### config.mk
export PLATFORM = sky130hd
export DESIGN_NAME = expiring_packet_id_store_unit
export DESIGN_NICKNAME = d
export VERILOG_FILES = /design/src/hdl/epid_pkg.sv /design/src/hdl/expiring_packet_id_store_unit.sv
export SDC_FILE = /design/constraint.sdc
export NUM_CORES = 2
export LEC_CHECK = 0
export BUFFER_PORTS_ARGS = -buffer_cell sky130_fd_sc_hd__buf_2
export CAP_MARGIN = 0
export CELL_PAD_IN_SITES_DETAIL_PLACEMENT = 0
export CELL_PAD_IN_SITES_GLOBAL_PLACEMENT = 1
export CORE_AREA = 2 2 411 413
export CTS_CLUSTER_SIZE = 10
export DETAILED_ROUTE_END_ITERATION = 6
export DIE_AREA = 0 0 413 415
export HOLD_SLACK_MARGIN = 0.03
export PLACE_DENSITY_LB_ADDON = 0.1
export SLEW_MARGIN = 10
export SYNTH_ARGS = -nofsm -noshare
export SYNTH_HDL_FRONTEND = slang
export SYNTH_SLANG_ARGS = --single-unit
### constraint.sdc
create_clock -name clk_i -period 36.1 [get_ports clk_i]
set_clock_uncertainty 0.1 [all_clocks]
set_input_delay 3.61 -clock clk_i [delete_from_list [all_inputs] [get_ports clk_i]]
set_output_delay 3.61 -clock clk_i [all_outputs]
set_load 0.1 [all_outputs]
### src/hdl/epid_pkg.sv
// Package for the expiring packet id store: payload structs and request codes.
// No dependencies.
package epid_pkg;

  typedef enum logic [2:0] {
    REQ_INSERT  = 3'd0,
    REQ_DEQUEUE = 3'd1,
    REQ_FIND    = 3'd2,
    REQ_DROP    = 3'd3,
    REQ_PURGE   = 3'd4,
    REQ_LIST    = 3'd5
  } req_e;

  typedef struct packed {
    logic [2:0]  req_type;
    logic [31:0] packet_id;
    logic [47:0] expire_time;
    logic [31:0] packet_uid;
    logic [47:0] now_time;
  } req_t;

  typedef struct packed {
    logic        hit;
    logic [31:0] out_id;
    logic [47:0] out_expire;
    logic [31:0] out_uid;
    logic [4:0]  entry_count;
    logic        last;
  } rsp_t;

endpackage

### src/hdl/expiring_packet_id_store_unit.sv
// Top level of the expiring packet id store: slot table, scan sequencer and output register.
// Depends on epid_pkg.
//
// Usage: one request transaction enters on req_valid_i/req_ready_o. The block then
// scans its DEPTH slots one per cycle with a single shared compare unit. It sends
// one or more response transactions on rsp_valid_o/rsp_ready_i. Insert, dequeue,
// find, drop, purge and the unused request codes give one response. List gives one
// response per record in ascending id order, with the final one marked last, or one
// empty response when the table is empty.
// Steps: a single-pass request scans all DEPTH slots, then takes an action step and
// an emit step, in which its response is loaded into the output register. The next
// request can be taken once the sequencer is back in idle.
// Insert with eviction and list over the limit add a further scan pass and action step.
// Each listed record takes its own scan, action and emit steps; unused codes go to emit.
// When the receiver stalls, the held response waits in the output register and the
// sequencer waits in its emit step. A new request is taken only when idle.
// The limit register is written on cfg_valid_i/cfg_ready_o and resets to 16.
// Reset clears all slot valid bits and the record count. Slot contents are not cleared.
module expiring_packet_id_store_unit
  import epid_pkg::*;
#(
  parameter int DEPTH = 16,
  parameter int TIME_BITS = 48
) (
  input  logic       clk_i,
  input  logic       rst_ni,
  input  logic       req_valid_i,
  output logic       req_ready_o,
  input  req_t       req_i,
  output logic       rsp_valid_o,
  input  logic       rsp_ready_i,
  output rsp_t       rsp_o,
  input  logic       cfg_valid_i,
  output logic       cfg_ready_o,
  input  logic [4:0] cfg_data_i
);

  localparam int IW = $clog2(DEPTH);
  localparam int CW = $clog2(DEPTH + 1);

  typedef enum logic [3:0] {
    S_IDLE = 4'b0001,
    S_SCAN = 4'b0010,
    S_ACT  = 4'b0100,
    S_EMIT = 4'b1000
  } state_e;

  // Scan kinds: what the compare unit looks for in a pass.
  typedef enum logic [2:0] {
    K_MATCH = 3'd0, K_MINID = 3'd1, K_EARLY = 3'd2, K_DROP = 3'd3,
    K_PURGE = 3'd4, K_NEXT = 3'd5
  } kind_e;

  state_e state_q;
  kind_e  kind_q;
  req_t   req_q;
  logic [IW-1:0] idx_q;
  logic [CW-1:0] cnt_q;
  logic [4:0]    lim_q;
  logic [DEPTH-1:0] vld_q;
  logic [31:0]          sid_q [DEPTH];
  logic [TIME_BITS-1:0] sex_q [DEPTH];
  logic [31:0]          suid_q [DEPTH];
  logic          bf_q, fr_q;   // best found, free slot found
  logic [IW-1:0] bi_q, fi_q;
  logic [31:0]   bid_q, buid_q;
  logic [TIME_BITS-1:0] bex_q;
  logic          hp_q;
  logic [31:0]   prev_q;
  logic [CW-1:0] nout_q;
  logic          ins_full_q, ins_self_q;
  logic          rv_q;
  rsp_t          rsp_q, rsp_d;

  logic [TIME_BITS-1:0] rex, rnow;
  assign rex  = TIME_BITS'(req_q.expire_time);
  assign rnow = TIME_BITS'(req_q.now_time);

  // Effective limit: the register clamped to the table depth.
  logic [CW-1:0] elim;
  always_comb begin
    if (32'(lim_q) > 32'(DEPTH)) elim = CW'(DEPTH);
    else                         elim = CW'(lim_q);
  end

  // Shared compare unit over the current slot.
  logic cv, better;
  logic [31:0] cid, cuid;
  logic [TIME_BITS-1:0] cex;
  always_comb begin
    cv     = vld_q[idx_q];
    cid    = sid_q[idx_q];
    cex    = sex_q[idx_q];
    cuid   = suid_q[idx_q];
    better = 1'b0;
    unique case (kind_q)
      K_MATCH: better = cv && !bf_q && (cid == req_q.packet_id);
      K_MINID: better = cv && (!bf_q || cid < bid_q);
      K_EARLY: better = cv && (!bf_q || cex < bex_q || (cex == bex_q && cid < bid_q));
      K_DROP:  better = cv && (cuid == req_q.packet_uid);
      K_PURGE: better = cv && (cex < rnow);
      K_NEXT:  better = cv && (!hp_q || cid > prev_q) && (!bf_q || cid < bid_q);
      default: better = 1'b0;
    endcase
  end

  // On a full table the incoming record loses the eviction when it expires first,
  // or expires together with the earliest record and has the smaller id.
  logic self_loses;
  assign self_loses = !bf_q || (rex < bex_q) ||
                      (rex == bex_q && req_q.packet_id < bid_q);

  logic last_slot;
  assign last_slot   = (idx_q == IW'(DEPTH - 1));
  assign req_ready_o = (state_q == S_IDLE);
  assign cfg_ready_o = 1'b1;
  assign rsp_valid_o = rv_q;
  assign rsp_o       = rsp_q;

  // Single write port of the slot contents, used in the action step of an insert.
  logic          wr_en;
  logic [IW-1:0] wr_idx;
  always_comb begin
    wr_en  = 1'b0;
    wr_idx = bi_q;
    if (state_q == S_ACT && req_q.req_type == REQ_INSERT) begin
      if (kind_q == K_MATCH && bf_q) begin
        wr_en = 1'b1;
      end else if (kind_q == K_MATCH && fr_q) begin
        wr_en  = 1'b1;
        wr_idx = fi_q;
      end else if (kind_q == K_EARLY && ins_full_q && !self_loses) begin
        wr_en = 1'b1;
      end
    end
  end

  always_ff @(posedge clk_i) begin
    if (wr_en) begin
      sid_q[wr_idx]  <= req_q.packet_id;
      sex_q[wr_idx]  <= rex;
      suid_q[wr_idx] <= req_q.packet_uid;
    end
  end

  // Response selection for the emit step.
  logic e_hit, e_last, e_done;
  logic [31:0] e_id, e_uid;
  logic [TIME_BITS-1:0] e_ex;
  always_comb begin
    e_hit  = 1'b0;
    e_id   = bid_q;
    e_ex   = bex_q;
    e_uid  = buid_q;
    e_last = 1'b1;
    e_done = 1'b1;
    unique case (req_q.req_type)
      REQ_INSERT: begin
        e_hit = (kind_q == K_EARLY) && (ins_self_q || bf_q);
        if (ins_self_q) begin
          e_id  = req_q.packet_id;
          e_ex  = rex;
          e_uid = req_q.packet_uid;
        end
      end
      REQ_DEQUEUE, REQ_FIND: e_hit = bf_q;
      REQ_LIST: begin
        e_hit  = bf_q;
        e_last = !bf_q || ((nout_q + CW'(1)) == cnt_q);
        e_done = e_last;
      end
      default: e_hit = 1'b0;
    endcase
  end

  always_comb begin
    rsp_d.hit         = e_hit;
    rsp_d.out_id      = e_hit ? e_id : '0;
    rsp_d.out_expire  = e_hit ? 48'(e_ex) : '0;
    rsp_d.out_uid     = e_hit ? e_uid : '0;
    rsp_d.entry_count = 5'(cnt_q);
    rsp_d.last        = e_last;
  end

  logic load_rsp;
  assign load_rsp = (state_q == S_EMIT) && (!rv_q || rsp_ready_i);

  // Sequencer, valid bits, record count and output register.
  always_ff @(posedge clk_i or negedge rst_ni) begin
    if (!rst_ni) begin
      state_q    <= S_IDLE;
      kind_q     <= K_MATCH;
      req_q      <= '0;
      idx_q      <= '0;
      cnt_q      <= '0;
      lim_q      <= 5'd16;
      vld_q      <= '0;
      bf_q       <= 1'b0;
      fr_q       <= 1'b0;
      bi_q       <= '0;
      fi_q       <= '0;
      bid_q      <= '0;
      buid_q     <= '0;
      bex_q      <= '0;
      hp_q       <= 1'b0;
      prev_q     <= '0;
      nout_q     <= '0;
      ins_full_q <= 1'b0;
      ins_self_q <= 1'b0;
      rv_q       <= 1'b0;
      rsp_q      <= '0;
    end else begin
      if (cfg_valid_i) lim_q <= cfg_data_i;
      rv_q <= load_rsp || (rv_q && !rsp_ready_i);
      if (load_rsp) rsp_q <= rsp_d;
      unique case (state_q)
        S_IDLE: begin
          if (req_valid_i) begin
            req_q      <= req_i;
            idx_q      <= '0;
            bf_q       <= 1'b0;
            fr_q       <= 1'b0;
            hp_q       <= 1'b0;
            nout_q     <= '0;
            ins_full_q <= 1'b0;
            ins_self_q <= 1'b0;
            unique case (req_i.req_type)
              REQ_INSERT, REQ_FIND: begin
                kind_q  <= K_MATCH;
                state_q <= S_SCAN;
              end
              REQ_DEQUEUE: begin
                kind_q  <= K_MINID;
                state_q <= S_SCAN;
              end
              REQ_DROP: begin
                kind_q  <= K_DROP;
                state_q <= S_SCAN;
              end
              REQ_PURGE: begin
                kind_q  <= K_PURGE;
                state_q <= S_SCAN;
              end
              REQ_LIST: begin
                // Over the limit, one earliest-expiry record goes before listing.
                kind_q  <= (cnt_q > elim) ? K_EARLY : K_NEXT;
                state_q <= S_SCAN;
              end
              default: state_q <= S_EMIT;
            endcase
          end
        end
        S_SCAN: begin
          if (better) begin
            if (kind_q == K_DROP || kind_q == K_PURGE) begin
              vld_q[idx_q] <= 1'b0;
              cnt_q        <= cnt_q - CW'(1);
            end else begin
              bf_q   <= 1'b1;
              bi_q   <= idx_q;
              bid_q  <= cid;
              bex_q  <= cex;
              buid_q <= cuid;
            end
          end
          if (kind_q == K_MATCH && !cv && !fr_q) begin
            fr_q <= 1'b1;
            fi_q <= idx_q;
          end
          if (last_slot) begin
            idx_q   <= '0;
            state_q <= S_ACT;
          end else begin
            idx_q <= idx_q + IW'(1);
          end
        end
        S_ACT: begin
          unique case (kind_q)
            K_MATCH: begin
              if (req_q.req_type == REQ_INSERT && bf_q) begin
                // Update in place; the count is unchanged but may still exceed the limit.
                if (cnt_q > elim) begin
                  kind_q  <= K_EARLY;
                  bf_q    <= 1'b0;
                  state_q <= S_SCAN;
                end else begin
                  state_q <= S_EMIT;
                end
              end else if (req_q.req_type == REQ_INSERT && fr_q) begin
                vld_q[fi_q] <= 1'b1;
                cnt_q       <= cnt_q + CW'(1);
                if ((cnt_q + CW'(1)) > elim) begin
                  kind_q  <= K_EARLY;
                  state_q <= S_SCAN;
                end else begin
                  state_q <= S_EMIT;
                end
              end else if (req_q.req_type == REQ_INSERT) begin
                // Full table: the incoming record competes in the eviction pass.
                ins_full_q <= 1'b1;
                kind_q     <= K_EARLY;
                state_q    <= S_SCAN;
              end else begin
                state_q <= S_EMIT;
              end
            end
            K_MINID: begin
              if (bf_q) begin
                vld_q[bi_q] <= 1'b0;
                cnt_q       <= cnt_q - CW'(1);
              end
              state_q <= S_EMIT;
            end
            K_EARLY: begin
              if (req_q.req_type == REQ_LIST) begin
                if (bf_q) begin
                  vld_q[bi_q] <= 1'b0;
                  cnt_q       <= cnt_q - CW'(1);
                end
                kind_q  <= K_NEXT;
                bf_q    <= 1'b0;
                state_q <= S_SCAN;
              end else begin
                if (ins_full_q) begin
                  if (self_loses) ins_self_q <= 1'b1;
                end else if (bf_q) begin
                  vld_q[bi_q] <= 1'b0;
                  cnt_q       <= cnt_q - CW'(1);
                end
                state_q <= S_EMIT;
              end
            end
            default: state_q <= S_EMIT;
          endcase
        end
        S_EMIT: begin
          if (load_rsp) begin
            if (e_done) begin
              state_q <= S_IDLE;
            end else begin
              // Next listing pass: smallest id above the one just sent.
              hp_q    <= 1'b1;
              prev_q  <= bid_q;
              nout_q  <= nout_q + CW'(1);
              bf_q    <= 1'b0;
              idx_q   <= '0;
              state_q <= S_SCAN;
            end
          end
        end
        default: state_q <= S_IDLE;
      endcase
    end
  end

endmodule
== After elaboration in Yosys (flattened, before gate mapping) ==
Memory sizes are Yosys's and may differ from the RTL's.
Index checks and enable logic that the tools add are counted.

* Output and inout bits: 122
* Register bits after elaboration: 482
* Bits of input ports: 173
* Memories: 3
* Bits in writable memories: 1792

{| class="wikitable"
|+ Memory list
! name !! depth !! bits a word !! read ports !! clocked after memory_dff !! write ports !! line !! source
|-
| sex_q || 16 || 48 || 1 || 0 || 1 || expiring_packet_id_store_unit.sv:62 || <nowiki>logic [TIME_BITS-1:0] sex_q [DEPTH];</nowiki>
|-
| sid_q || 16 || 32 || 1 || 0 || 1 || expiring_packet_id_store_unit.sv:61 || <nowiki>logic [31:0] sid_q [DEPTH];</nowiki>
|-
| suid_q || 16 || 32 || 1 || 0 || 1 || expiring_packet_id_store_unit.sv:63 || <nowiki>logic [31:0] suid_q [DEPTH];</nowiki>
|}

* Add/subtract/negate cells: 4
* Reductions and logical operators: 68
* Eq/ne operators: 51
* Multiplexer cells: 106
* Order comparisons: 15
* Bitwise logic cells: 7

{| class="wikitable"
|+ Operator list
! operator !! count
|-
| $mux 32 || 6
|-
| $lt 48x48->1 || 3
|-
| $mux 48 || 3
|-
| $mux 16 || 7
|-
| $eq 48x48->1 || 2
|-
| $mux 4 || 17
|-
| $eq 32x32->1 || 2
|-
| $lt 32x32->1 || 2
|-
| $mux 5 || 11
|-
| $pmux 16 s3 || 1
|-
| $and 16x16->16 || 2
|-
| $gt 32x32->1 || 1
|-
| $not 16->16 || 2
|-
| $pmux 16 s2 || 1
|-
| $mux 1 || 30
|-
| $ne 2x2->1 const B || 13
|-
| $logic_and 1x1->1 || 25
|-
| $mux 3 || 8
|-
| $pmux 5 s2 || 2
|-
| $or 16x16->16 || 1
|-
| $pmux 4 s4 || 1
|-
| $eq 3x2->1 const B || 5
|-
| $eq 3x3->1 const B || 5
|-
| $lt 4x5->1 const B || 3
|-
| other kinds (50) || 98
|}

== Longest topological paths before layout ==
* Depth after elaboration: 11
* Mapped depth: 24
* Gate-level depth less buffers: 17

== Least setup slack after synthesis ==
No wires, ideal clock.

* Kind: flip-flop to flip-flop
* Start: register req_q[151] in the netlist's numbering
* End: memory sex_q[13][0], enable pin
* Slack: 22.090 ns
* Data required time: 35.142 ns
* Arrival time: 13.053 ns
* Stages on the path, launching flop included: 12
* Setup time: 0.858 ns
* Cells stage by stage: dfrtp_1 ha_1 nand4_1 or4_1 a21oi_1 a2111oi_0 o31ai_1 nand4_1 and2_1 clkbuf_1 clkbuf_1 nor4_1

* Longest elaborated chain between the ends: 11

{| class="wikitable"
|+ RTL lines
! item !! line !! source
|-
| start, declared || expiring_packet_id_store_unit.sv:56 || <nowiki>req_t req_q;</nowiki>
|-
| start signal, assigned || expiring_packet_id_store_unit.sv:219 || <nowiki>req_q <= req_i;</nowiki>
|-
| $lt 32x32->1 || expiring_packet_id_store_unit.sv:111 || <nowiki>(rex == bex_q && req_q.packet_id < bid_q);</nowiki>
|-
| $logic_and 1x1->1 || expiring_packet_id_store_unit.sv:111 ||
|-
| $logic_or 1x1->1 || expiring_packet_id_store_unit.sv:110 || <nowiki>assign self_loses = !bf_q || (rex < bex_q) ||</nowiki>
|-
| $logic_not 1->1 || expiring_packet_id_store_unit.sv:132 || <nowiki>end else if (kind_q == K_EARLY && ins_full_q && !self_loses) begin</nowiki>
|-
| $logic_and 1x1->1 || expiring_packet_id_store_unit.sv:132 ||
|-
| $mux 1 || expiring_packet_id_store_unit.sv:132 ||
|-
| $mux 1 || expiring_packet_id_store_unit.sv:129 || <nowiki>end else if (kind_q == K_MATCH && fr_q) begin</nowiki>
|-
| $mux 1 || expiring_packet_id_store_unit.sv:127 || <nowiki>if (kind_q == K_MATCH && bf_q) begin</nowiki>
|-
| $mux 1 || expiring_packet_id_store_unit.sv:126 || <nowiki>if (state_q == S_ACT && req_q.req_type == REQ_INSERT) begin</nowiki>
|-
| $mux 1 || expiring_packet_id_store_unit.sv:139 || <nowiki>if (wr_en) begin</nowiki>
|-
| $mux 1 (implied by the code) || expiring_packet_id_store_unit.sv:141 || <nowiki>sex_q[wr_idx] <= rex;</nowiki>
|-
| end, declared || expiring_packet_id_store_unit.sv:62 ||
|}

No other way between the ends.

== Worst setup path in the final report ==
* Start: register idx_q[1]
* End: register bid_q[18]

* Longest elaborated chain between the ends: 7
* Elaborated cells between the ends (all ways): 27

{| class="wikitable"
|+ RTL lines
! item !! line !! source
|-
| start, declared || expiring_packet_id_store_unit.sv:57 || <nowiki>logic [IW-1:0] idx_q;</nowiki>
|-
| start signal, assigned || expiring_packet_id_store_unit.sv:274 || <nowiki>idx_q <= idx_q + IW'(1);</nowiki>
|-
| $mem_v2 16x48 * || -- ||
|-
| via cex[28] || expiring_packet_id_store_unit.sv:89 || <nowiki>logic [TIME_BITS-1:0] cex;</nowiki>
|-
| $lt 48x48->1 / $eq 48x48->1 (equally long branches) || expiring_packet_id_store_unit.sv:99 || <nowiki>K_EARLY: better = cv && (!bf_q || cex < bex_q || (cex == bex_q && cid < bid_q));</nowiki>
|-
| $logic_or 1x1->1 / $logic_and 1x1->1 (equally long branches) || expiring_packet_id_store_unit.sv:99 ||
|-
| $logic_or 1x1->1 || expiring_packet_id_store_unit.sv:99 ||
|-
| $logic_and 1x1->1 || expiring_packet_id_store_unit.sv:99 ||
|-
| $pmux 1 s6 * || expiring_packet_id_store_unit.sv:96 || <nowiki>unique case (kind_q)</nowiki>
|-
| $reduce_and 3->1 (no source line) * || -- ||
|-
| end signal, assigned || expiring_packet_id_store_unit.sv:261 || <nowiki>bid_q <= cid;</nowiki>
|-
| end, declared || expiring_packet_id_store_unit.sv:66 || <nowiki>logic [31:0] bid_q, buid_q;</nowiki>
|}

The timed path passes the listed nets; every way through them passes the cells marked *. The select of a mux whose other input is x is not followed.
A chain may end at the register's enable or synchronous reset.

==> flow_summary.toml <==
[outcome]
outcome = "finished clean"

[die]
initial_core_util = 0.578
coreArea_sq_mm = 0.167
fp.dieH_um = 415
die_width_um = 413
die-area_sq_mm = 0.171
io_pins = 295
rows = 150

[synthesis]
syn_area_sq_mm = 0.0963
yosys.area.top_type = "edfxtp_1"
synth_ff_type = "edfxtp_1"
ys_warn_count = 0
synth_top_area_frac = 0.559
synth_seq_cells = 2274
synth_edf_count = 1792
synthCells = 5636
ys_seq_area_frac = 0.684
synth_area_leaders = "edfxtp_1 56%, dfrtp_1 12%, mux4_2 11%, ha_1 3.3%, mux2_2 3.2%"
synth_area_per_cell_sq_um = 17.1
synthDistinctLibCells = 82
synth_nets = 6063
async_flop_share = 0.212

[detailed_routing]
drc = 0
wire_per_inst_um = 31.0
drtAntennaViolNets = 0
drtPass1Iterations = 5
postRouteWirelength_mm = 262
vias = 54700
vias_per_cell = 6.46
drtIter0Drc = 6732

[clock_network]
postCtsSetupBuffers = 0
cts_tree = "built"
clk_latency_ns = 0.92
clk_pin_slew_ns = 0.06
cts_max_level = 5
cts_made_buffers = 281
cts_sinks = 2274
ctsResizeCount = 0
clockBufferDepth = 4
cts_hold_buf = 0
cts_root_buf = "clkbuf_16"

[worst_setup_path]
path_class = "reg -> reg"
critPathMaxFanout = 100
critical_path.max_stage_delay_ns = 0.82
cp_slowest_cell = "dfrtp_4"
critPathMostFrequentCell = "buf_4"
start_kind = "flip-flop"
path_cells = "buf_4 > buf_4 > buf_4 > mux4_2 > mux4_2 > ha_1 > nand3_1 > nor2_1 > nand4_1 > nor4b_2 > nand3_1 > a31oi_1 > o31ai_1 > nand4_2 > nand2_8 > buf_4 > mux2_4"
required_ns = 36.77
arrival_ns = 9.89
crit_buf_inv = 4
endpoint_kind = "flip-flop"
cp_top_family = "buffers and inverters"

[finish]
fin_cells = 8473
syn_to_final_growth_pct = 12.6
nets = 6499
final_area_sq_mm = 0.108
drive_gt1_frac = 0.244

[grt]
grt_max_degree = 113
grt_first_pass_wirelength_mm = 382
gr-total-overflow = 0
grt_usage = 0.310
antenna_found_initial = 15
grt_pass1_vias = 54700

[timing]
maxSlewHeadroom = 0.181
finalCriticalPeriod_ns = 9.22
finalSetupTns_ns = 0
setup_viol = 0
worstMarginPinSlew_ns = 1.20
maxSlewViolCount = 0
fin_ws_ns = 26.88
rsz0062_at_grt = "no"
max_freq_mhz = 108
finalHoldViolations = 0
period_share = 0.255

[pwr]
power_density_mw_per_mm2 = 74.1
ir_drop_uv = 57.2
totalPowerFinal_mw = 8.03
leakagePower_nw = 38.9

[job]
drv_cap = 0

[hold_path]
min_path_type = "reg -> reg"

[place]
placed_area_sq_mm = 0.101
portBuffers = 293
hpwl_mm = 153
dp_slack_ns = 27.04
place.gp.congestion = 0.899
dp_cells = 7993
-- worst reg2reg max path: stages, from the launching register on --
cell     delay [ns]
dfrtp_4        0.82
buf_4          0.71
buf_4          0.72
buf_4          0.85
mux4_2         0.44
mux4_2         0.55
ha_1           0.33
nand3_1        0.08
nor2_1         0.22
nand4_1        0.19
nor4b_2        0.62
nand3_1        0.57
a31oi_1        0.80
o31ai_1        0.18
nand4_2        0.24
nand2_8        0.57
buf_4          0.64
mux2_4         0.43
-- sequential cells by signal, summed over array words and instances, names as in the netlist, 5 cells and up --
name and flops:
prev_q 32, lim_q 5, bex_q 48, bid_q 32, suid_q 512, buid_q 32
sid_q 512, sex_q 768, rex 48, nout_q 5, rsp_o 119, rnow 48
vld_q 16, req_q 67, cnt_q 5
-- cells by family after synthesis --
family,share of synthesized area
XOR/XNOR,0.00573
buffers and inverters,0.0224
AO/OA/AOI/OAI,0.0507
flip-flops,0.684
other,0.0000389
AND/OR/NAND/NOR,0.0371
adder cells (fa/ha/maj),0.0330
multiplexers,0.167
-- through the flow --
step           hold slack (ns)  utilization
3_5_place_dp             0.358        0.603
4_1_cts                  0.372        0.651
3_3_place_gp             0.355        0.603
6_report                 0.368        0.651
5_1_grt                  0.397        0.651
2_1_floorplan            0.348            -
-- cell type report --
class                   instances  area [sq um]
multi-input cells            2880         28400
fillers                     11600         58200
clock inverters                12          86.3
clock buffers                 463          7830
inverters                     208           790
well taps                    2204          2760
repair buffers                427          2640
diodes                          5          12.5
flip-flops and latches       2274         65900
-- cell usage after synthesis (28+ instances only) --
library cell,number
a21o_1,66
a21oi_1,199
a22oi_1,46
buf_1,28
buf_2,55
clkbuf_1,152
dfrtp_1,480
edfxtp_1,1792
ha_1,254
inv_1,205
mux2_2,270
mux2i_1,227
mux4_2,461
nand2_1,360
nand3_1,33
nand4_1,49
nor2_1,187
o21ai_0,254
o22ai_1,30
xnor2_1,45
-- layer usage --
| metal | track usage | share of wire |
|---|---|---|
| met1 | 0.452 | 0.41 |
| met2 | 0.475 | 0.47 |
| met3 | 0.0660 | 0.095 |
| met4 | 0.0919 | 0.029 |
| met5 | 0 | 0.00016 |
-- final timing paths --
kind                       startpoint         end  slack (ns)  cells after the start
min in group asynchronous      rst_ni  req_q[136]        2.59                      1
max reg2reg                  idx_q[1]   bid_q[18]       26.88                     17
max in group asynchronous      rst_ni    idx_q[0]       30.53                      4
max                          idx_q[1]   bid_q[18]       26.88                     17
min                        rsp_o[118]  rsp_o[118]        0.37                      2
min reg2reg                rsp_o[118]  rsp_o[118]        0.37                      2
-- report_power, final --
group          switching (mW)  total [mW]  internal (mW)
clock                    1.01        2.48           1.47
combinational            1.08        1.85          0.763
sequential              0.389        3.70           3.32
total                    2.49        8.03           5.55
-- cells in the final DEF (no fill, tap or decap), types with 9 or more instances in the layout --
| cell type | instances |
|---|---|
| mux4_2 | 461 |
| a21o_1 | 66 |
| o21a_1 | 11 |
| o211ai_1 | 22 |
| nand2b_1 | 21 |
| o31ai_1 | 9 |
| a32oi_1 | 17 |
| nor4_2 | 17 |
| and3_1 | 15 |
| nand3_1 | 33 |
| a21oi_1 | 199 |
| a211oi_1 | 9 |
| o22ai_1 | 30 |
| nor2_1 | 186 |
| buf_12 | 13 |
| xor2_1 | 18 |
| nor2b_1 | 24 |
| nand4_1 | 49 |
| or3_1 | 11 |
| buf_4 | 120 |
| nand2_1 | 358 |
| clkbuf_1 | 175 |
| dfrtp_1 | 476 |
| nor3_1 | 26 |
| a2111oi_0 | 10 |
| mux2_2 | 270 |
| mux2i_1 | 227 |
| a221oi_1 | 17 |
| a22oi_1 | 46 |
| clkbuf_16 | 285 |
| xnor2_1 | 45 |
| buf_2 | 293 |
| inv_1 | 205 |
| a31oi_1 | 21 |
| ha_1 | 254 |
| edfxtp_1 | 1792 |
| mux2_4 | 26 |
| o21ai_0 | 254 |
| a22o_1 | 10 |
(Power assumes the default switching activity.)
